File: src/lifo_free_list_index_allocator_core_defines.svh
`ifndef LIFO_FREE_LIST_INDEX_ALLOCATOR_CORE_DEFINES_SVH
`define LIFO_FREE_LIST_INDEX_ALLOCATOR_CORE_DEFINES_SVH

// checks are sampled on i_clk and held off while i_rst_n is low
`ifndef ASSERT_OFF
`define LFIA_ASSERT_NEVER(lbl, expr, msg) \
    lbl: assert property (@(posedge i_clk) disable iff (!i_rst_n) !(expr)) \
        else $error(msg);
`define LFIA_ASSERT_IMPL(lbl, prop, msg) \
    lbl: assert property (@(posedge i_clk) disable iff (!i_rst_n) prop) \
        else $error(msg);
`else
`define LFIA_ASSERT_NEVER(lbl, expr, msg)
`define LFIA_ASSERT_IMPL(lbl, prop, msg)
`endif

`endif

File: src/lfia_pkg.sv
`default_nettype none

package lfia_pkg;

    localparam int MAX_SLOTS = 1024;
    localparam int AW        = $clog2(MAX_SLOTS);
    localparam int CNT_W     = $clog2(MAX_SLOTS + 1);

    localparam int IDX_W     = 10;
    localparam int HEAP_W    = 11;
    localparam int OP_W      = 2;
    localparam int ST_W      = 2;
    localparam int TDATA_W   = 16;

    localparam logic [HEAP_W-1:0] IDX_SPACE = HEAP_W'(1024);
    localparam logic [HEAP_W-1:0] HEAP_RST  = HEAP_W'(1024);
    localparam logic [CNT_W-1:0]  STACK_MAX = CNT_W'(MAX_SLOTS);

    localparam logic [OP_W-1:0] OP_ALLOC   = 2'd0;
    localparam logic [OP_W-1:0] OP_RELEASE = 2'd1;
    localparam logic [OP_W-1:0] OP_RESET   = 2'd2;

    localparam logic [ST_W-1:0] ST_OK        = 2'd0;
    localparam logic [ST_W-1:0] ST_EXHAUSTED = 2'd1;
    localparam logic [ST_W-1:0] ST_OVERFLOW  = 2'd2;

    typedef enum logic {
        S_IDLE,
        S_POP
    } t_state;

    typedef enum logic [2:0] {
        RES_ZERO,
        RES_BUMP,
        RES_POP,
        RES_EXH,
        RES_OVF
    } t_res_sel;

    typedef struct packed {
        logic     push;
        logic     pop_rd;
        logic     bump;
        logic     clear;
        logic     load;
        t_res_sel res_sel;
    } t_cmd;

    typedef struct packed {
        logic empty;
        logic full;
        logic exhausted;
        logic out_valid;
    } t_sts;

endpackage

`default_nettype wire

File: src/lfia_ctrl.sv
`default_nettype none

module lfia_ctrl
    import lfia_pkg::*;
(
    input  wire logic            i_clk,
    input  wire logic            i_rst_n,
    input  wire logic            i_s_valid,
    input  wire logic [OP_W-1:0] i_op,
    input  wire logic            i_m_ready,
    input  wire t_sts            i_sts,
    output logic                 o_s_ready,
    output t_cmd                 o_cmd
);

    t_state r_state;
    t_state n_state;
    logic   accept;

    always_ff @(posedge i_clk) begin
        if (!i_rst_n) begin
            r_state <= S_IDLE;
        end else begin
            r_state <= n_state;
        end
    end

    always_comb begin
        n_state   = r_state;
        o_cmd     = '{push: 1'b0, pop_rd: 1'b0, bump: 1'b0, clear: 1'b0,
                      load: 1'b0, res_sel: RES_ZERO};
        // output register is free or drains this cycle
        o_s_ready = (r_state == S_IDLE) && (!i_sts.out_valid || i_m_ready);
        accept    = i_s_valid && o_s_ready;

        unique case (r_state)
            S_IDLE: begin
                if (accept) begin
                    unique case (i_op)
                        OP_ALLOC: begin
                            if (!i_sts.empty) begin
                                // stack read is registered, the result is loaded in S_POP
                                o_cmd.pop_rd = 1'b1;
                                n_state      = S_POP;
                            end else if (i_sts.exhausted) begin
                                o_cmd.load    = 1'b1;
                                o_cmd.res_sel = RES_EXH;
                            end else begin
                                o_cmd.bump    = 1'b1;
                                o_cmd.load    = 1'b1;
                                o_cmd.res_sel = RES_BUMP;
                            end
                        end
                        OP_RELEASE: begin
                            o_cmd.load = 1'b1;
                            if (i_sts.full) begin
                                o_cmd.res_sel = RES_OVF;
                            end else begin
                                o_cmd.push    = 1'b1;
                                o_cmd.res_sel = RES_ZERO;
                            end
                        end
                        OP_RESET: begin
                            o_cmd.clear   = 1'b1;
                            o_cmd.load    = 1'b1;
                            o_cmd.res_sel = RES_ZERO;
                        end
                        default: begin
                            o_cmd.load    = 1'b1;
                            o_cmd.res_sel = RES_ZERO;
                        end
                    endcase
                end
            end
            S_POP: begin
                o_cmd.load    = 1'b1;
                o_cmd.res_sel = RES_POP;
                n_state       = S_IDLE;
            end
            default: begin
                n_state = S_IDLE;
            end
        endcase
    end

endmodule

`default_nettype wire

File: config.mk
export PLATFORM = sky130hd
export DESIGN_NAME = lfia_ctrl
export DESIGN_NICKNAME = d
export VERILOG_FILES = /design/src/lifo_free_list_index_allocator_core_defines.svh /design/src/lfia_pkg.sv /design/src/lfia_ctrl.sv
export SDC_FILE = /design/constraint.sdc
export NUM_CORES = 1
export LEC_CHECK = 0
export ABC_AREA = 1
export ABC_CLOCK_PERIOD_IN_PS = 1000
export BUFFER_PORTS_ARGS = -buffer_cell sky130_fd_sc_hd__buf_2
export CAP_MARGIN = 15
export CELL_PAD_IN_SITES_DETAIL_PLACEMENT = 1
export CELL_PAD_IN_SITES_GLOBAL_PLACEMENT = 1
export CORE_AREA = 8 8 45 47
export DETAILED_ROUTE_END_ITERATION = 7
export DIE_AREA = 0 0 53 55
export GPL_TIMING_DRIVEN = 0
export PLACE_DENSITY = 0.58
export SLEW_MARGIN = 10
export SYNTH_ARGS = -nofsm -noshare
export SYNTH_HDL_FRONTEND = slang
export SYNTH_SLANG_ARGS = --single-unit
File: constraint.sdc
create_clock -name i_clk -period 1 [get_ports i_clk]
set_clock_uncertainty 0.05 [all_clocks]
set_input_delay 0.15 -clock i_clk [delete_from_list [all_inputs] [get_ports i_clk]]
set_output_delay 0.15 -clock i_clk [all_outputs]
set_load 0.02 [all_outputs]
==> results by group, run 1 <==
GRT
  – GRT Util Overall: 0.0436
  – Number of global-route vias before repair: 269
  – First-pass GRT wire length: 1060 µm
  – Largest net degree at the start of global routing: 9
  – Gr ovfl total: 0
  – Initial antenna violation count: 0

Worst setup path
  – WS Path Type: primary input to primary output
  – Crit path from: i_op[0]
  – Critical path capture point type: primary output
  – Worst path arrival time: 0.81 ns
  – Worst EP required: 0.80 ns
  – Critical Path Source Type: primary input
  – Reg-to-Reg Start: r_state$_SDFF_PP0_
  – Worst-path fanout max: 4

Cells and area
  – Layout overhead on the synthesized area: 99.3%
  – Layout fillers: 182
  – Most frequent cells in the layout: 10 x buf_2, 10 x buf_4, 5 x inv_1, 4 x nor3_2, 4 x nand2_1
  – Register with the most flip-flops: r_state
  – N_diodes: 0
  – Final nets: 60
  – Share of layout cells above drive strength 1: 0.729
  – Regs by FF count: r_state (1)
  – Final Non-Filler Cells: 64
  – Max reg flops: 1

Yosys
  – Yosys reg bits: 1
  – Yosys warning count: 0
  – Cell taking the most area after synthesis: nor3_2
  – Mapped cell area: 174 µm²
  – Syn Area/Cell: 6.44 µm²
  – Sequential area share after synthesis: 0.115
  – Net Count, Synth: 37
  – Synth top area cells: nor3_2 23%, dfxtp_1 12%, inv_1 11%, nand2_1 11%, nand3_4 10%
  – Post-synth top area share: 0.230
  – Post-Syn Instances: 27
  – Netlist cell types: 12

Timing
  – Final Setup Violations: 1
  – Fin. Hold Viols: 0
  – Count of final max-slew check failures: 0
  – Fin crit share: 1.01
  – Max Clk Rate: 988 MHz
  – RSZ-0062 raised after global routing: true
  – TNS Setup: -0.0126 ns
  – Final worst-path setup slack: -0.0126 ns
  – Worst-Margin Slew: 0.133 ns
  – Slew headroom: 0.911
  – Post-layout min period: 1.01 ns

Placement
  – RePlAce Congestion: 0.680
  – Inst Count DP: 61
  – Port Buffers: 18
  – Dpl ws: -0.0556 ns
  – Post-detail-place hpwl: 569 µm

Detailed routing
  – # DRC: 0
  – Post-DR vias/cell: 3.94
  – Drt wl/cell: 10.4 µm
  – Via count: 252
  – Routed WL: 663 µm
  – Initial drt markers: 0
  – Pre-Repair DR Iteration Count: 1
  – Antenna Nets Post-Route: 0

Power
  – Max rail drop VDD: 0.105 mV
  – Total power: 158 µW
  – PD cells: 456 nW/µm²
  – Leakage Power: 0.180 nW

Status
  – Status: finished with violations
  – Failing checks: negative setup slack

Clocking
  – Clock slew at reported path FFs: 0 ns
  – Hold Buf Count CTS: 0
  – Worst-skew pair later-pin latency: 0 ns

Die
  – Chip height: 55 µm
  – Row Count: 14
  – Die Span X: 53 µm
  – Top Ports: 19
  – Core ar.: 1380 µm²
  – Starting Density: 0.126
  – Die footprint: 2920 µm²

Run
  – Max cap viols: 0

Hold path
  – Hold WC Path Type: primary input to flop
  – Hold Crit Start: i_rst_n
## where the power goes
part           total (mW)  leakage [nW]  internal (mW)  switching (mW)
Clock                   0             0              0               0
Sequential         0.0418       0.00858         0.0414        0.000451
Combinational       0.116         0.171         0.0499          0.0662
Total               0.158         0.180         0.0913          0.0667
## area by class of cell
type | count | area, µm² | area share
well taps | 16 | 20.0 | 0.0578
multi-input cells | 20 | 146 | 0.422
inverters | 6 | 22.5 | 0.0650
flip-flops and latches | 1 | 21.3 | 0.0614
repair buffers | 21 | 136 | 0.394
## path summary, 6_finish.rpt
path | to | slack, ns | depth (start not counted)
max | o_cmd[5] | -0.01 | 5
min | r_state$_SDFF_PP0_ | 0.33 | 3
max reg2reg | r_state$_SDFF_PP0_ | 0.13 | 4
min reg2reg | r_state$_SDFF_PP0_ | 0.62 | 4
## logic make-up after synthesis
kind of cell | Yosys count | share of synthesized area
buffers and inverters | 6 | 0.129
AND/OR/NAND/NOR | 18 | 0.698
flip-flops | 1 | 0.115
AO/OA/AOI/OAI | 2 | 0.0575
## synthesized netlist by cell type
cell type	n
nor3_2	4
nor2_1	3
nand3_4	1
o21ai_1	1
nand2_1	5
a21oi_1	1
inv_1	5
dfxtp_1	1
nand3_1	2
nor2_4	1
inv_2	1
nand2_2	2
## metal layers
| metal | up-vias | routed length (µm) | global-route usage |
|---|---|---|---|
| met3 | 0 | 54 | 0.00802 |
| li1 | 126 | - | - |
| met5 | - | 0 | 0 |
| met1 | 114 | 256 | 0.0514 |
| met4 | 0 | 0 | 0 |
| met2 | 12 | 352 | 0.0840 |
## worst max-delay path, stage by stage
cell and delay (ns):
buf_2 0.14, nor2_4 0.14, nand2_2 0.07, nor3_2 0.16, buf_4 0.16
## per-stage QoR
stage	utilization	area, µm²	hold WS, ns
after floorplan	-	181	0.231
after global placement	0.211	292	0.344
after detailed placement	0.211	292	0.350
after CTS	0.231	319	0.342
after global routing	0.250	347	0.359
final	0.250	347	0.332
## what timing repair did
action,in CTS,in global routing
pin swaps,3,3
setup buffers,1,2
endpoints found under the hold margin,0,0
endpoints found under the setup margin,7,8
resized for setup,8,4
gates cloned,0,0
Note: power is estimated with default switching activity, not from simulation.
==> run 2, diff against run 1 <==
--- a/config.mk
+++ b/config.mk
@@ -16,6 +16,7 @@
 export DIE_AREA = 0 0 53 55
 export GPL_TIMING_DRIVEN = 0
 export PLACE_DENSITY = 0.58
+export REMOVE_ABC_BUFFERS = 1
 export SLEW_MARGIN = 10
 export SYNTH_ARGS = -nofsm -noshare
 export SYNTH_HDL_FRONTEND = slang
==> run 2 against run 1 <==
  * The flow now finishes without violations
  * Flip-flop and latch count is the same
  * Global-route usage is 0.11 points lower
  * Power shrank 4.3%
  * Maximum frequency rose by 2.4%
  * Routed wire length fell by 5.6%
  * Die area unchanged
  * Sequential power is essentially flat
  * Final cell count fell by 1.6%
  * Hold slack got worse by 0.0073 ns
  * Via count is 7.9% lower
  * Combinational power down 6%
  * Register-to-register slack about the same
  * Critical path type is now flop to primary output
  * Largest cell class unchanged
==> results by group, run 2 (synthesis gave the netlist of run 1 again) <==
Detailed routing
  – Pre-Repair DR Iteration Count: 2 (was 1)
  – Via count: 232 (was 252)
  – Routed WL: 626 µm (was 663 µm)
  – Initial drt markers: 1 (was 0)
  – Drt wl/cell: 9.94 µm (was 10.4 µm)
  – Antenna Nets Post-Route: 0 (unchanged)
  – Post-DR vias/cell: 3.68 (was 3.94)
  – # DRC: 0 (unchanged)

Die
  – Chip height: 55 µm (unchanged)
  – Row Count: 14 (unchanged)
  – Starting Density: 0.126 (unchanged)
  – Die footprint: 2920 µm² (unchanged)
  – Top Ports: 19 (unchanged)
  – Core ar.: 1380 µm² (unchanged)
  – Die Span X: 53 µm (unchanged)

Run
  – Max cap viols: 0 (unchanged)

Worst setup path
  – CP peak stage delay: 0.31 ns (was 0.16 ns)
  – Worst EP required: 0.80 ns (about the same)
  – Crit path max-delay cell type: dfxtp_2 (was nor3_2)
  – WS Path Type: flop to primary output (was primary input to primary output)
  – Worst path arrival time: 0.79 ns (was 0.81 ns)
  – Critical path capture point type: primary output (unchanged)
  – Crit path cell chain: inv_2, nand3_4, o21ai_1, buf_4 (was buf_2, nor2_4, nand2_2, nor3_2, buf_4)
  – Worst-path fanout max: 8 (was 4)
  – Critical Path Source Type: flop (was primary input)

Placement
  – Inst Count DP: 61 (unchanged)
  – Port Buffers: 18 (unchanged)
  – RePlAce Congestion: 0.628 (was 0.680)
  – Dpl ws: -0.0403 ns (was -0.0556 ns)

Hold path
  – Hold WC Path Type: primary input to flop (unchanged)

Power
  – Max rail drop VDD: 0.181 mV (was 0.105 mV)
  – Total net switching power: 65.0 µW (was 66.7 µW)
  – Comb pwr share: 0.723 (was 0.735)
  – Clock Power Share: 0 (about the same)
  – Switch share: 0.430 (was 0.422)
  – Leakage Power: 0.169 nW (was 0.180 nW)
  – Seq pwr share: 0.277 (was 0.265)
  – Total power: 151 µW (was 158 µW)
  – Int Power: 86.3 µW (was 91.3 µW)
  – PD cells: 467 nW/µm² (was 456 nW/µm²)

Timing
  – Fin. Hold Viols: 0 (unchanged)
  – TNS Setup: 0 ns (was -0.0126 ns)
  – Post-layout min period: 0.989 ns (was 1.01 ns)
  – Count of final max-slew check failures: 0 (unchanged)
  – Final Setup Violations: 0 (was 1)
  – Slew headroom: 0.909 (was 0.911)
  – RSZ-0062 raised after global routing: true (unchanged)
  – Final worst-path setup slack: 0.0112 ns (was -0.0126 ns)
  – Max Clk Rate: 1010 MHz (was 988 MHz)
  – Fin crit share: 0.989 (was 1.01)
  – Worst-Margin Slew: 0.137 ns (was 0.133 ns)

Cells and area
  – Final Non-Filler Cells: 63 (was 64)
  – Core Util, Final: 0.234 (was 0.250)
  – Register with the most flip-flops: r_state (unchanged)
  – Regs by FF count: r_state (1) (unchanged)
  – Leading cell type in the layout, fill and taps excluded: buf_2
  – Layout overhead on the synthesized area: 86.3% (was 99.3%)
  – N_diodes: 0 (unchanged)
  – Share of layout cells above drive strength 1: 0.702 (was 0.729)
  – Max reg flops: 1 (unchanged)
  – Final nets: 59 (was 60)
  – Most frequent cells in the layout: 11 x buf_2, 9 x buf_4, 4 x inv_1, 4 x nor3_2, 4 x nand2_1 (was 10 x buf_2, 10 x buf_4, 5 x inv_1, 4 x nor3_2, 4 x nand2_1)

GRT
  – Initial antenna violation count: 0 (unchanged)
  – GRT Util Overall: 0.0425 (was 0.0436)
  – First-pass GRT wire length: 1020 µm (was 1060 µm)
  – Met2 usage: 0.0781 (was 0.0840)
  – Gr ovfl total: 0 (unchanged)
  – Largest net degree at the start of global routing: 9 (unchanged)
  – GR Util met1: 0.0528 (was 0.0514)
  – Number of global-route vias before repair: 245 (was 269)
  – Met3 usage in global routing: 0.00802 (unchanged)
  – Grt peak-use layer: met2 (unchanged)

Clocking
  – Clock slew at reported path FFs: 0 ns (about the same)
  – Worst-skew pair later-pin latency: 0 ns (about the same)

Status
  – Status: completed (was finished with violations)
[run 2: final timing paths]
| check | start | to | slack [ns] | cells after the start |
|---|---|---|---|---|
| max | r_state$_SDFF_PP0_ | o_cmd[1] | 0.01 | 4 |
| min | i_rst_n | r_state$_SDFF_PP0_ | 0.32 | 3 |
| max reg2reg | r_state$_SDFF_PP0_ | r_state$_SDFF_PP0_ | 0.14 | 4 |
| min reg2reg | r_state$_SDFF_PP0_ | r_state$_SDFF_PP0_ | 0.62 | 4 |
[run 2: metrics by stage]
step	hold slack, ns	cell area (µm²)
floorplan	0.231	174
global placement	0.337	284
detailed placement	0.338	284
CTS	0.331	303
global route	0.359	324
finish	0.324	324
[run 2: final cells by class]
| type | instances | area [µm²] |
|---|---|---|
| fillers | 171 | 1060 |
| well taps | 16 | 20.0 |
| multi-input cells | 20 | 138 |
| repair buffers | 20 | 123 |
| flip-flops and latches | 1 | 21.3 |
| inverters | 6 | 22.5 |
[run 2: layer usage]
metal	vias to the layer above	routed length, µm
met4	0	0
met1	97	292
met5	-	0
li1	125	-
met3	0	43
met2	10	290
[run 2: power groups by stage]
stage               Clock [mW]  Sequential [mW]  Combinational (mW)
floorplan                    0           0.0416              0.0543
global placement             0           0.0417              0.0981
detailed placement           0           0.0417              0.0991
CTS                          0           0.0418               0.103
global route                 0           0.0420               0.121
finish                       0           0.0419               0.109
[run 2: worst max-delay path, delay by kind of cell (launching register included)]
family          cells  cell delay (ns)
compound gates      1             0.14
buf+inv             2             0.22
flops               1             0.31
simple gates        1             0.11
[run 2: what timing repair did]
item                                    in CTS  in global routing
setup buffers                                1                  1
pin swaps                                    2                  2
endpoints found under the setup margin       8                  8
resized for setup                            5                  6
hold buffers                                 0                  0
